--- src/sv/lobm_pkg.sv ---
package lobm_pkg;

	localparam int LEVELS_PER_SIDE_DEF  = 8;
	localparam int ORDERS_PER_LEVEL_DEF = 4;

	localparam int PRICE_W = 20;
	localparam int QTY_W   = 16;
	localparam int ID_W    = 32;
	localparam int KIND_W  = 2;

	localparam logic [KIND_W-1:0] KIND_MARKET = 2'd0;
	localparam logic [KIND_W-1:0] KIND_GTC    = 2'd1;

	typedef enum logic [3:0] {
		ST_IDLE,
		ST_OPP_INIT,
		ST_OPP_SCAN,
		ST_OPP_EVAL,
		ST_MSLOT_SCAN,
		ST_MSLOT_EVAL,
		ST_FILL,
		ST_REST_CHK,
		ST_OWN_SCAN,
		ST_OWN_EVAL,
		ST_RSLOT_SCAN,
		ST_RSLOT_EVAL,
		ST_REF_BID,
		ST_REF_ASK,
		ST_DONE
	} state_t;

	typedef enum logic [1:0] {
		SCAN_OPP,
		SCAN_OWN,
		SCAN_BID,
		SCAN_ASK
	} scan_sel_t;

	typedef struct packed {
		logic      load;
		logic      lscan_init;
		scan_sel_t lscan_sel;
		logic      lscan_step;
		logic      take_best;
		logic      take_own;
		logic      sscan_init;
		logic      sscan_step;
		logic      clear_level;
		logic      fill;
		logic      set_full;
		logic      rest_write;
		logic      save_bid;
		logic      emit_sum;
	} cmd_t;

	typedef struct packed {
		logic scan_last;
		logic best_found;
		logic limit_bad;
		logic slot_done;
		logic min_found;
		logic rem_zero;
		logic rest_wanted;
		logic own_avail;
		logic free_slot_found;
	} sts_t;

endpackage

--- src/sv/limit_order_book_matcher.sv ---
// channel   | direction | handshake                | payload
// order     | in        | start high, busy low     | side order_kind limit_price quantity order_id
// result    | out       | result_strobe, one cycle | is_fill maker_id fill_price fill_quantity
//           |           |                          | remaining rested status reference_price last
//
// one order at a time: busy stays high from the accepting edge until the summary goes out
// the serial scans over levels and slots set how long each order takes
// reset is asynchronous, active low: book emptied (level valid and slot written flags cleared)
// results cannot be stalled: each is on the ports for exactly one cycle
module limit_order_book_matcher
	import lobm_pkg::*;
	#(
		parameter int LEVELS_PER_SIDE  = LEVELS_PER_SIDE_DEF,
		parameter int ORDERS_PER_LEVEL = ORDERS_PER_LEVEL_DEF
	)
	(
		input  logic               clk,
		input  logic               arst_n,
		input  logic               start,
		output logic               busy,
		input  logic               side,
		input  logic [KIND_W-1:0]  order_kind,
		input  logic [PRICE_W-1:0] limit_price,
		input  logic [QTY_W-1:0]   quantity,
		input  logic [ID_W-1:0]    order_id,
		output logic               result_strobe,
		output logic               is_fill,
		output logic [ID_W-1:0]    maker_id,
		output logic [PRICE_W-1:0] fill_price,
		output logic [QTY_W-1:0]   fill_quantity,
		output logic [QTY_W-1:0]   remaining,
		output logic               rested,
		output logic               status,
		output logic [PRICE_W-1:0] reference_price,
		output logic               last
	);

	// commands from the sequencer, status back from the book datapath
	cmd_t cmd;
	sts_t sts;

	// sequencer: walks opposite levels, slots, resting and the reference scan
	lobm_ctrl u_ctrl (
		.clk    (clk),
		.arst_n (arst_n),
		.start  (start),
		.sts    (sts),
		.cmd    (cmd),
		.busy   (busy)
	);

	// datapath: level registers, slot memories and the result register
	lobm_dp #(
		.LEVELS_PER_SIDE  (LEVELS_PER_SIDE),
		.ORDERS_PER_LEVEL (ORDERS_PER_LEVEL)
	) u_dp (
		.clk             (clk),
		.arst_n          (arst_n),
		.cmd             (cmd),
		.sts             (sts),
		.side            (side),
		.order_kind      (order_kind),
		.limit_price     (limit_price),
		.quantity        (quantity),
		.order_id        (order_id),
		.result_strobe   (result_strobe),
		.is_fill         (is_fill),
		.maker_id        (maker_id),
		.fill_price      (fill_price),
		.fill_quantity   (fill_quantity),
		.remaining       (remaining),
		.rested          (rested),
		.status          (status),
		.reference_price (reference_price),
		.last            (last)
	);

endmodule

--- src/sv/lobm_ram.sv ---
module lobm_ram
	#(
		parameter int WIDTH = 16,
		parameter int DEPTH = 64
	)
	(
		input  logic                     clk,
		input  logic                     we,
		input  logic [$clog2(DEPTH)-1:0] waddr,
		input  logic [WIDTH-1:0]         wdata,
		input  logic [$clog2(DEPTH)-1:0] raddr,
		output logic [WIDTH-1:0]         rdata
	);

	logic [WIDTH-1:0] mem_q [DEPTH];

	always_ff @(posedge clk) begin
		if (we) begin
			mem_q[waddr] <= wdata;
		end
		rdata <= mem_q[raddr];
	end

endmodule

--- src/sv/lobm_ctrl.sv ---
module lobm_ctrl
	import lobm_pkg::*;
	(
		input  logic clk,
		input  logic arst_n,
		input  logic start,
		input  sts_t sts,
		output cmd_t cmd,
		output logic busy
	);

	state_t state_q, state_d;

	always_ff @(posedge clk or negedge arst_n) begin
		if (!arst_n) begin
			state_q <= ST_IDLE;
		end else begin
			state_q <= state_d;
		end
	end

	// next state
	always_comb begin
		state_d = state_q;
		case (state_q)
			ST_IDLE:       if (start) state_d = ST_OPP_INIT;
			ST_OPP_INIT:   state_d = sts.rem_zero ? ST_REST_CHK : ST_OPP_SCAN;
			ST_OPP_SCAN:   if (sts.scan_last) state_d = ST_OPP_EVAL;
			ST_OPP_EVAL: begin
				if (!sts.best_found || sts.limit_bad) state_d = ST_REST_CHK;
				else state_d = ST_MSLOT_SCAN;
			end
			ST_MSLOT_SCAN: if (sts.slot_done) state_d = ST_MSLOT_EVAL;
			ST_MSLOT_EVAL: begin
				if (!sts.min_found) state_d = ST_OPP_INIT;
				else if (sts.rem_zero) state_d = ST_REST_CHK;
				else state_d = ST_FILL;
			end
			ST_FILL:       state_d = ST_MSLOT_SCAN;
			ST_REST_CHK:   state_d = sts.rest_wanted ? ST_OWN_SCAN : ST_REF_BID;
			ST_OWN_SCAN:   if (sts.scan_last) state_d = ST_OWN_EVAL;
			ST_OWN_EVAL:   state_d = sts.own_avail ? ST_RSLOT_SCAN : ST_REF_BID;
			ST_RSLOT_SCAN: if (sts.slot_done) state_d = ST_RSLOT_EVAL;
			ST_RSLOT_EVAL: state_d = ST_REF_BID;
			ST_REF_BID:    if (sts.scan_last) state_d = ST_REF_ASK;
			ST_REF_ASK:    if (sts.scan_last) state_d = ST_DONE;
			ST_DONE:       state_d = ST_IDLE;
			default:       state_d = ST_IDLE;
		endcase
	end

	// commands
	always_comb begin
		cmd = '0;
		cmd.lscan_sel = SCAN_OPP;
		case (state_q)
			ST_IDLE:     cmd.load = start;
			ST_OPP_INIT: begin
				cmd.lscan_init = !sts.rem_zero;
				cmd.lscan_sel  = SCAN_OPP;
			end
			ST_OPP_SCAN: cmd.lscan_step = 1'b1;
			ST_OPP_EVAL: begin
				if (sts.best_found && !sts.limit_bad) begin
					cmd.take_best  = 1'b1;
					cmd.sscan_init = 1'b1;
				end
			end
			ST_MSLOT_SCAN: cmd.sscan_step = 1'b1;
			ST_MSLOT_EVAL: cmd.clear_level = !sts.min_found;
			ST_FILL: begin
				cmd.fill       = 1'b1;
				cmd.sscan_init = 1'b1;
			end
			ST_REST_CHK: begin
				cmd.lscan_init = 1'b1;
				cmd.lscan_sel  = sts.rest_wanted ? SCAN_OWN : SCAN_BID;
			end
			ST_OWN_SCAN: cmd.lscan_step = 1'b1;
			ST_OWN_EVAL: begin
				cmd.take_own   = sts.own_avail;
				cmd.sscan_init = sts.own_avail;
				cmd.set_full   = !sts.own_avail;
				cmd.lscan_init = !sts.own_avail;
				cmd.lscan_sel  = SCAN_BID;
			end
			ST_RSLOT_SCAN: cmd.sscan_step = 1'b1;
			ST_RSLOT_EVAL: begin
				cmd.rest_write = sts.free_slot_found;
				cmd.set_full   = !sts.free_slot_found;
				cmd.lscan_init = 1'b1;
				cmd.lscan_sel  = SCAN_BID;
			end
			ST_REF_BID: begin
				cmd.lscan_step = 1'b1;
				if (sts.scan_last) begin
					cmd.save_bid   = 1'b1;
					cmd.lscan_init = 1'b1;
					cmd.lscan_sel  = SCAN_ASK;
				end
			end
			ST_REF_ASK: cmd.lscan_step = 1'b1;
			ST_DONE:    cmd.emit_sum = 1'b1;
			default:    cmd = '0;
		endcase
	end

	assign busy = (state_q != ST_IDLE);

endmodule

--- src/sv/lobm_dp.sv ---
module lobm_dp
	import lobm_pkg::*;
	#(
		parameter int LEVELS_PER_SIDE  = LEVELS_PER_SIDE_DEF,
		parameter int ORDERS_PER_LEVEL = ORDERS_PER_LEVEL_DEF
	)
	(
		input  logic                clk,
		input  logic                arst_n,
		input  cmd_t                cmd,
		output sts_t                sts,
		input  logic                side,
		input  logic [KIND_W-1:0]   order_kind,
		input  logic [PRICE_W-1:0]  limit_price,
		input  logic [QTY_W-1:0]    quantity,
		input  logic [ID_W-1:0]     order_id,
		output logic                result_strobe,
		output logic                is_fill,
		output logic [ID_W-1:0]     maker_id,
		output logic [PRICE_W-1:0]  fill_price,
		output logic [QTY_W-1:0]    fill_quantity,
		output logic [QTY_W-1:0]    remaining,
		output logic                rested,
		output logic                status,
		output logic [PRICE_W-1:0]  reference_price,
		output logic                last
	);

	localparam int NLEV  = 2 * LEVELS_PER_SIDE;
	localparam int NSLOT = NLEV * ORDERS_PER_LEVEL;
	localparam int LW    = $clog2(NLEV);
	localparam int SW    = $clog2(NSLOT);
	localparam int IW    = (LEVELS_PER_SIDE > 1) ? $clog2(LEVELS_PER_SIDE) : 1;
	localparam int JW    = $clog2(ORDERS_PER_LEVEL + 1);
	localparam int JOW   = (ORDERS_PER_LEVEL > 1) ? $clog2(ORDERS_PER_LEVEL) : 1;

	// order registers
	logic               side_q;
	logic [KIND_W-1:0]  kind_q;
	logic [PRICE_W-1:0] limit_q;
	logic [QTY_W-1:0]   rem_q;
	logic [ID_W-1:0]    id_q;
	logic               rested_q, full_q;

	// book levels
	logic [PRICE_W-1:0] level_price_q [NLEV];
	logic [NLEV-1:0]    level_valid_q;
	logic [NSLOT-1:0]   slot_written_q;

	// level scan
	logic [IW-1:0]      i_q;
	logic               scan_side_q;
	logic [LW-1:0]      best_q;
	logic               best_found_q;
	logic [PRICE_W-1:0] best_price_q;
	logic [PRICE_W-1:0] bid_price_q;
	logic               bid_found_q;
	logic [LW-1:0]      match_lv_q, free_lv_q;
	logic               match_found_q, free_lv_found_q;

	// slot scan
	logic [LW-1:0]      tgt_q;
	logic [PRICE_W-1:0] cur_price_q;
	logic [JW-1:0]      j_q;
	logic               rd_s1, qv_s1;
	logic [JOW-1:0]     rj_s1;
	logic [SW-1:0]      sa_s1;
	logic [SW-1:0]      min_slot_q, free_slot_q;
	logic               min_found_q, free_slot_found_q;
	logic [ID_W-1:0]    min_id_q;
	logic [QTY_W-1:0]   min_qty_q;

	// output registers
	logic               out_valid_q, out_fill_q, out_rested_q, out_status_q, out_last_q;
	logic [ID_W-1:0]    out_maker_q;
	logic [PRICE_W-1:0] out_price_q, out_ref_q;
	logic [QTY_W-1:0]   out_fq_q, out_rem_q;

	logic [LW-1:0]      lv;
	logic               lv_valid;
	logic [PRICE_W-1:0] lv_price;
	logic               lv_better;
	logic               issue;
	logic [SW-1:0]      raddr, waddr;
	logic [ID_W-1:0]    rd_id;
	logic [QTY_W-1:0]   rd_qty, slot_q, fq;
	logic               ram_we, id_we;
	logic [QTY_W-1:0]   qty_wdata;
	logic [PRICE_W:0]   mid_sum;
	logic [PRICE_W-1:0] ref_price;
	logic               scan_side_d;

	assign lv       = LW'(scan_side_q) * LW'(LEVELS_PER_SIDE) + LW'(i_q);
	assign lv_valid = level_valid_q[lv];
	assign lv_price = level_price_q[lv];
	assign lv_better = !best_found_q ||
		(!scan_side_q && lv_price > best_price_q) ||
		( scan_side_q && lv_price < best_price_q);

	assign issue  = j_q < JW'(ORDERS_PER_LEVEL);
	assign raddr  = SW'(tgt_q) * SW'(ORDERS_PER_LEVEL) + SW'(j_q);
	assign slot_q = qv_s1 ? rd_qty : '0;
	assign fq     = (rem_q < min_qty_q) ? rem_q : min_qty_q;

	assign ram_we    = cmd.fill || cmd.rest_write;
	assign id_we     = cmd.rest_write;
	assign waddr     = cmd.fill ? min_slot_q : free_slot_q;
	assign qty_wdata = cmd.fill ? (min_qty_q - fq) : rem_q;

	assign mid_sum = {1'b0, bid_price_q} + {1'b0, best_price_q};
	always_comb begin
		if (bid_found_q && best_found_q) ref_price = mid_sum[PRICE_W:1];
		else if (bid_found_q) ref_price = bid_price_q;
		else if (best_found_q) ref_price = best_price_q;
		else ref_price = '0;
	end

	always_comb begin
		case (cmd.lscan_sel)
			SCAN_OPP: scan_side_d = !side_q;
			SCAN_OWN: scan_side_d = side_q;
			SCAN_BID: scan_side_d = 1'b0;
			SCAN_ASK: scan_side_d = 1'b1;
			default:  scan_side_d = 1'b0;
		endcase
	end

	lobm_ram #(.WIDTH(ID_W), .DEPTH(NSLOT)) u_id_ram (
		.clk   (clk),
		.we    (id_we),
		.waddr (waddr),
		.wdata (id_q),
		.raddr (raddr),
		.rdata (rd_id)
	);

	lobm_ram #(.WIDTH(QTY_W), .DEPTH(NSLOT)) u_qty_ram (
		.clk   (clk),
		.we    (ram_we),
		.waddr (waddr),
		.wdata (qty_wdata),
		.raddr (raddr),
		.rdata (rd_qty)
	);

	// control state
	always_ff @(posedge clk or negedge arst_n) begin
		if (!arst_n) begin
			level_valid_q  <= '0;
			slot_written_q <= '0;
			out_valid_q    <= 1'b0;
			rd_s1          <= 1'b0;
		end else begin
			out_valid_q <= cmd.fill || cmd.emit_sum;
			if (cmd.clear_level) level_valid_q[tgt_q] <= 1'b0;
			if (cmd.rest_write) level_valid_q[tgt_q] <= 1'b1;
			if (ram_we) slot_written_q[waddr] <= 1'b1;
			if (cmd.sscan_init) rd_s1 <= 1'b0;
			else if (cmd.sscan_step) rd_s1 <= issue;
		end
	end

	// payload
	always_ff @(posedge clk) begin
		if (cmd.load) begin
			side_q   <= side;
			kind_q   <= order_kind;
			limit_q  <= limit_price;
			rem_q    <= quantity;
			id_q     <= order_id;
			rested_q <= 1'b0;
			full_q   <= 1'b0;
		end
		if (cmd.set_full) full_q <= 1'b1;
		if (cmd.rest_write) begin
			rested_q             <= 1'b1;
			level_price_q[tgt_q] <= limit_q;
		end

		// the last bid level is folded in as the best is saved
		if (cmd.save_bid) begin
			if (lv_valid && lv_better) begin
				bid_price_q <= lv_price;
				bid_found_q <= 1'b1;
			end else begin
				bid_price_q <= best_price_q;
				bid_found_q <= best_found_q;
			end
		end
		if (cmd.lscan_init) begin
			i_q             <= '0;
			scan_side_q     <= scan_side_d;
			best_found_q    <= 1'b0;
			match_found_q   <= 1'b0;
			free_lv_found_q <= 1'b0;
		end else if (cmd.lscan_step) begin
			i_q <= i_q + IW'(1);
			if (lv_valid && lv_better) begin
				best_q       <= lv;
				best_price_q <= lv_price;
				best_found_q <= 1'b1;
			end
			if (lv_valid && lv_price == limit_q && !match_found_q) begin
				match_lv_q    <= lv;
				match_found_q <= 1'b1;
			end
			if (!lv_valid && !free_lv_found_q) begin
				free_lv_q       <= lv;
				free_lv_found_q <= 1'b1;
			end
		end

		if (cmd.take_best) begin
			tgt_q       <= best_q;
			cur_price_q <= best_price_q;
		end
		if (cmd.take_own) tgt_q <= match_found_q ? match_lv_q : free_lv_q;

		if (cmd.sscan_init) begin
			j_q               <= '0;
			min_found_q       <= 1'b0;
			free_slot_found_q <= 1'b0;
		end else if (cmd.sscan_step) begin
			if (issue) j_q <= j_q + JW'(1);
			rj_s1 <= JOW'(j_q);
			sa_s1 <= raddr;
			qv_s1 <= slot_written_q[raddr];
			if (rd_s1) begin
				// strict compare keeps the lower slot on equal ids
				if (slot_q != '0 && (!min_found_q || rd_id < min_id_q)) begin
					min_found_q <= 1'b1;
					min_slot_q  <= sa_s1;
					min_id_q    <= rd_id;
					min_qty_q   <= slot_q;
				end
				if (slot_q == '0 && !free_slot_found_q) begin
					free_slot_found_q <= 1'b1;
					free_slot_q       <= sa_s1;
				end
			end
		end

		if (cmd.fill) begin
			rem_q        <= rem_q - fq;
			out_fill_q   <= 1'b1;
			out_maker_q  <= min_id_q;
			out_price_q  <= cur_price_q;
			out_fq_q     <= fq;
			out_rem_q    <= '0;
			out_rested_q <= 1'b0;
			out_status_q <= 1'b0;
			out_ref_q    <= '0;
			out_last_q   <= 1'b0;
		end else if (cmd.emit_sum) begin
			out_fill_q   <= 1'b0;
			out_maker_q  <= '0;
			out_price_q  <= '0;
			out_fq_q     <= '0;
			out_rem_q    <= rem_q;
			out_rested_q <= rested_q;
			out_status_q <= full_q;
			out_ref_q    <= ref_price;
			out_last_q   <= 1'b1;
		end
	end

	assign sts.scan_last       = (i_q == IW'(LEVELS_PER_SIDE - 1));
	assign sts.best_found      = best_found_q;
	assign sts.limit_bad       = (kind_q != KIND_MARKET) &&
		((!side_q && best_price_q > limit_q) || (side_q && best_price_q < limit_q));
	assign sts.slot_done       = rd_s1 && (rj_s1 == JOW'(ORDERS_PER_LEVEL - 1));
	assign sts.min_found       = min_found_q;
	assign sts.rem_zero        = (rem_q == '0);
	assign sts.rest_wanted     = (kind_q == KIND_GTC) && (rem_q != '0);
	assign sts.own_avail       = match_found_q || free_lv_found_q;
	assign sts.free_slot_found = free_slot_found_q;

	assign result_strobe   = out_valid_q;
	assign is_fill         = out_fill_q;
	assign maker_id        = out_maker_q;
	assign fill_price      = out_price_q;
	assign fill_quantity   = out_fq_q;
	assign remaining       = out_rem_q;
	assign rested          = out_rested_q;
	assign status          = out_status_q;
	assign reference_price = out_ref_q;
	assign last            = out_last_q;

	a_fill_has_maker: assert property (@(posedge clk) disable iff (!arst_n)
		cmd.fill |-> min_found_q && rem_q != '0)
		else $error("fill without a resting order or remainder");

	a_rest_only_gtc: assert property (@(posedge clk) disable iff (!arst_n)
		cmd.rest_write |-> free_slot_found_q && kind_q == KIND_GTC)
		else $error("rest write without free slot or not good till cancel");

	a_fill_strobes: assert property (@(posedge clk) disable iff (!arst_n)
		cmd.fill |=> result_strobe && is_fill && !last)
		else $error("fill not presented");

endmodule

--- config.mk ---
export PLATFORM = sky130hd
export DESIGN_NAME = limit_order_book_matcher
export DESIGN_NICKNAME = d
export VERILOG_FILES = /design/src/sv/lobm_pkg.sv /design/src/sv/limit_order_book_matcher.sv /design/src/sv/lobm_ram.sv /design/src/sv/lobm_ctrl.sv /design/src/sv/lobm_dp.sv
export SDC_FILE = /design/constraint.sdc
export NUM_CORES = 2
export LEC_CHECK = 0
export BUFFER_PORTS_ARGS = -buffer_cell sky130_fd_sc_hd__buf_2
export CORE_MARGIN = 2
export CORE_UTILIZATION = 30
export CTS_CLUSTER_DIAMETER = 50
export DETAILED_ROUTE_END_ITERATION = 10
export SYNTH_ARGS = -nofsm -noshare
export SYNTH_HDL_FRONTEND = slang
export SYNTH_HIERARCHICAL = 1
export SYNTH_SLANG_ARGS = --single-unit
--- constraint.sdc ---
create_clock -name clk -period 20.3 [get_ports clk]
set_input_delay 1.015 -clock clk [delete_from_list [all_inputs] [get_ports clk]]
set_output_delay 1.015 -clock clk [all_outputs]
set_load 0.1 [all_outputs]
; ---- After elaboration in Yosys (flattened, before gate mapping)
; Memory sizes are Yosys's and may differ from the RTL's. A register that Yosys moved wholly into a read port is not among the register bits.
; Index checks and enable logic that the tools add are counted.
[word_totals]
reg_bits = 425
latchBits = 0
ramBits = 3392
rom_bits = 0
output_inout_bits = 110
memories = 3
[mem_list]
columns = memory, depth, width, read_ports, rd_ports_with_merged_regs, write_ports, line_no
row1 = u_dp.u_id_ram.mem_q, 64, 32, 1, 1, 1, lobm_ram.sv:15  ; logic [WIDTH-1:0] mem_q [DEPTH];
row2 = u_dp.u_qty_ram.mem_q, 64, 16, 1, 1, 1, lobm_ram.sv:15
row3 = u_dp.level_price_q, 16, 20, 1, 0, 1, lobm_dp.sv:46  ; logic [PRICE_W-1:0] level_price_q [NLEV];
[op_classes]
addsub = 7
multipliers = 0
n_div = 0
n_lt_le_gt_ge = 13
eq_ne = 28
n_shift = 0
muxes = 68
bitwise_logic = 6
n_reduce_logical = 63
[ops]
columns = op, n
row1 = two-way mux 16 bit, 9
row2 = two-way mux 20 bit, 6
row3 = two-way mux 32 bit, 2
row4 = bitwise OR 64 bit, 1
row5 = one-hot mux 4 bit (14 select lines), 1
row6 = two-way mux 4 bit, 11
row7 = > comparator 20 bit, 2
row8 = < comparator 20 bit, 2
row9 = logical NOT 16 bit, 2
row10 = < comparator 32 bit, 1
row11 = nonzero test 16 bit, 2
row12 = subtractor 16 bit, 2
row13 = "== test 4 bit, second input constant", 7
row14 = two-way mux 1 bit, 24
row15 = adder 20 x 20 -> 21 bit, 1
row16 = == test 20 bit, 1
row17 = logical AND 1 bit, 17
row18 = AND 16 bit, 1
row19 = "== test 4 x 3 -> 1 bit, second input constant", 4
row20 = < comparator 16 bit, 1
row21 = inverter 16 bit, 1
row22 = bitwise OR 16 bit, 1
row23 = one-hot mux 3 bit (5 select lines), 1
row24 = AND reduction 3 bit, 5
row25 = 36 further kinds, 80

; ---- Logic depth before layout (Yosys ltp)
[logic_depth]
word_depth = 10
depth_mapped = 20
depth_no_buf = 20

; ---- By module
; Netlist, hierarchy kept.
[modules_own_cells]
columns = module, instances, cells_each, area_each_um2, seq_area_each_um2
row1 = lobm_ram (u_dp.u_id_ram), 1, 3324, 78512.8, 62139.6
row2 = lobm_ram (u_dp.u_qty_ram), 1, 1829, 40042.2, 31069.8
row3 = lobm_dp, 1, 2192, 32766.4, 21250.4
row4 = lobm_ctrl, 1, 85, 576.8, 100.1

; ---- Worst setup path before layout
; Ideal clock, no wire load.
[synth_path]
path_kind = flip-flop to flip-flop
from = register u_dp.rem_q[5]
to = memory u_dp.u_qty_ram.mem_q[0][11], data pin
arrival_time_ps = 6090
t_required_ps = 19598
path_slack_ps = 13509
path_stages_with_launch = 16
path_buffers = 0
synth_period_minus_slack_ps = 6791
cell_sequence = edfxtp_1 -> ha_1 -> a21o_1 -> a211oi_1 -> o211ai_1 -> a221o_1 -> nor2_2 -> mux2i_1 -> ha_1 -> nor2b_1 -> o31a_1 -> a21oi_1 -> nand4b_1 -> nand2_1 -> xor2_1 -> o21ai_0
[synth_between]
elab_chain_len = 4
[synth_lines]
columns = item, line_no
row1 = "start, declared", lobm_dp.sv:41  ; logic [QTY_W-1:0] rem_q;
row2 = "start signal, assigned", lobm_dp.sv:169  ; rem_q <= quantity;
row3 = "start signal, assigned", lobm_dp.sv:244  ; rem_q <= rem_q - fq;
row4 = < comparator 16 bit, lobm_dp.sv:103  ; assign fq = (rem_q < min_qty_q) ? rem_q : min_qty_q;
row5 = two-way mux 16 bit *, lobm_dp.sv:103
row6 = subtractor 16 bit *, lobm_dp.sv:108  ; assign qty_wdata = cmd.fill ? (min_qty_q - fq) : rem_q;
row7 = two-way mux 16 bit *, lobm_dp.sv:108
row8 = via u_dp.qty_wdata[11], lobm_dp.sv:88  ; logic [QTY_W-1:0] qty_wdata;
row9 = "end, declared", lobm_ram.sv:15
; Mark *: on every way through the listed nets, which the timed path passes. The rest lies on a longest branch.

; ---- Final worst setup path
[layout_path]
from = register u_dp.rem_q[5]
to = memory u_dp.u_qty_ram.mem_q[40][14] (netlist: u_dp/u_qty_ram/mem_q[20][14]), data pin
; Same word-level chain as after synthesis.

==> impl_metrics.ini <==
[setup_path]
worstPathArrival_ns = 7.03
worst-r2r-cell-count = 17
required_ns = 20.84
critPathMaxFanout = 64
crit_type = register to register
start_kind = register
end_kind = register

[cts]
path_clk_slew_ns = 0.06
cts.sinks = 3863
root_buffer = clkbuf_16
clock_latency_ns = 0.96
htree_levels = 5
clockBufferDepth = 4
postCtsSetupBuffers = 0
cts_tree = yes
cts_buffers = 401

[sta]
clock.fmax_mhz = 154.0
hold_viol = 0
finalSetupViolCount = 0
period_share_pct = 32.00
rsz0062_at_grt = no
tightest_slew_ns = 1.348
fin_tns_setup_ns = 0
period_needed_ns = 6.496
finalMaxSlewViolations = 0
finalWorstSetupSlack_ns = 13.80
skew_ns = 0.07746
relSlewSlack_pct = 10.11

[power]
power_mw = 22.88
max-vdd-ir-drop_mv = 0.1145
leakagePower_nw = 55.88
p_per_area_nw_per_um2 = 130.8

[synth]
synth_edf_count = 3676
netlist_area_um2 = 151900
synth_flop_cell = edfxtp_1
syn_avg_cell_area_um2 = 20.44
synth.net_count = 7649
netlist_instances = 7430
synth_seq_cells = 3863
synth.distinct_cells = 89
async_reset_ff_share_pct = 2.226
synth_area_leaders = edfxtp_1 73%, mux4_2 13%, mux2i_1 1.7%
synth_top_area_share_pct = 72.67
synthTopCellsByCount = 3676 x edfxtp_1, 860 x mux4_2, 405 x nor2_1, 253 x mux2i_1, 180 x nand2_1
synth.most_common_cell = edfxtp_1
synth_area_leader_cell = edfxtp_1
synth-seq-area-share_pct = 75.42
yosysWarnings = 6

[route]
post_drt_via_cell_ratio = 5.114
first_pass_iters = 6
drtIter0Drc = 9053
dr_total_vias = 76430
wirelength_um = 396600
routedWlPerCell_um = 26.54
route.detailed.drc = 0
drtAntennaViolNets = 0

[place]
finalWeightedCongestion = 0.8492
dp_slack_ns = 13.93
dp.cells = 14200
place_hpwl_um = 229500
numPortBuffers = 183

[min_path]
min_path_cells = 1
hold_class = primary input to register

[finish]
nNetsFinal = 8115
drive_gt1_share_pct = 25.64
area_growth_pct = 15.19
fin_util_pct = 34.66
final_cells = 14940

[grt]
use_met2_pct = 24.60
grtUsageMet1_pct = 20.90
top_usage_layer = met2
antenna_found_initial = 47
grt_max_degree = 133
first_global_vias = 77440
grt_use_total_pct = 15.06
grt-ovfl-total = 0
use_met3_pct = 2.569
grt_pass1_wl_um = 565000

[floorplan]
fp.dieW_um = 715.6
floorplan.initialDensity_pct = 30.09
dieHeight_um = 715.6
num_rows = 261
fp.dieArea_um2 = 512000
ios = 184
coreArea_um2 = 504900

[run_status]
outcome = finished, final reports clean

[flow_run]
max_cap_viol_count = 0
where the power goes:
part | switching, mW | internal (mW) | leakage [nW]
Sequential | 0.338 | 9.39 | 35.1
Combinational | 3.59 | 2.35 | 14.4
Clock | 3.10 | 4.13 | 6.33
Total | 7.02 | 15.9 | 55.9
cell families (layout without fill, tap and decap cells):
family	count (synthesis)	count (layout)	share of synthesized area [%]
XOR/XNOR	61	61	0.3517
flip-flops	3863	3863	75.42
buffers and inverters	490	1289	1.641
adder cells (fa/ha/maj)	145	145	1.209
multiplexers	1199	1199	15.21
AND/OR/NAND/NOR	941	941	2.925
AO/OA/AOI/OAI	731	731	3.243
other	0	9	0
layer usage:
metal  share of wire [%]  up-vias  wire length (um)
li1                    -    31600                 -
met1                  42    41100            166800
met2                  48     3150            189900
met3                 7.6      567             30320
met4                 2.4       16              9452
met5               0.027        -               108
worst max-delay path: stages (launching register included):
cell,delay (ns)
edfxtp_1,0.49
ha_1,0.38
a21o_1,0.18
a211oi_1,0.27
o211ai_1,0.17
a221o_1,0.36
nor2_2,0.22
buf_4,0.35
mux2i_1,0.27
fa_1,0.49
a21o_1,0.18
a21oi_1,0.23
o21ai_0,0.17
o41ai_1,0.71
o2111ai_1,0.24
a31oi_1,0.24
xnor2_1,0.13
mux2_2,0.94
flip-flops by register name, summed over array words and instances (netlist names), 20 cells and up:
register,flops
u_dp/id_q,32
u_dp/u_id_ram/rdata,32
u_dp/maker_id,32
u_dp/reference_price,20
u_dp/cur_price_q,20
u_dp/slot_written_q,64
u_dp/u_id_ram/mem_q,2048
u_dp/min_id_q,32
u_dp/u_qty_ram/mem_q,1024
u_dp/bid_price_q,20
u_dp/fill_price,20
u_dp/best_price_q,20
u_dp/limit_q,20
u_dp/level_price_q,320
metrics by stage:
| step | hold slack [ns] | cell area (um2) |
|---|---|---|
| CTS | 0.1507 | 174900 |
| floorplan | 0.3995 | 151900 |
| global placement | 0.4160 | 162000 |
| detailed placement | 0.4216 | 162000 |
| global route | 0.1794 | 174900 |
| finish | 0.2329 | 175000 |
path summary, 6_finish.rpt:
path | from | slack, ns | endpoint
max | u_dp/rem_q[5]$_DFFE_PP_ | 13.80 | u_dp/u_qty_ram/mem_q[20][14]$_DFFE_PP_
min in group asynchronous | arst_n | 0.48 | u_dp/result_strobe$_DFF_PN0_
max in group asynchronous | arst_n | 18.56 | u_dp/slot_written_q[28]$_DFFE_PN0P_
min reg2reg | u_dp/u_id_ram/rdata[5]$_DFF_P_ | 0.43 | u_dp/min_id_q[5]$_DFFE_PP_
min | order_id[26] | 0.23 | u_dp/id_q[26]$_DFFE_PP_
max reg2reg | u_dp/rem_q[5]$_DFFE_PP_ | 13.80 | u_dp/u_qty_ram/mem_q[20][14]$_DFFE_PP_
area by class of cell:
type	instances	area, um2
timing repair buffer	430	2888
inverter	123	465.4
fill	46660	329900
antenna	9	22.52
clock buffer	495	10670
sequential	3863	114600
clock inverter	241	2311
tap	6706	8391
multi-input combinational	3077	35650
what timing repair did:
action | CTS | global route
hold buffers | 1 | 0
hold endpoints to repair | 17 | 0
gates resized for setup | 0 | 0
layout by cell type (no fill, tap or decap), types with 31 or more instances in the layout:
cell type  netlist  layout
a21o_1         107     107
a21oi_1        160     157
a221oi_1        31      31
a22oi_1         62      62
and2_1          46      46
buf_2          110     182
buf_4           46     238
clkbuf_1       143      74
clkbuf_16        0     408
clkinv_1         1      70
clkinv_2         0      69
dfrtp_1         86      86
dfxtp_1        101      97
edfxtp_1      3676    3676
ha_1           142     140
inv_1          118     117
mux2_2          70      70
mux2i_1        253     253
mux4_2         860     860
nand2_1        180     180
nand3_1         50      50
nand4_1         35      35
nor2_1         405     310
nor2_4           0      79
nor2b_1         65      63
nor3_1          35      31
o21ai_0         83      82
o22ai_1         88      88
xnor2_1         44      44
Note: power is estimated with default switching activity, not from simulation.
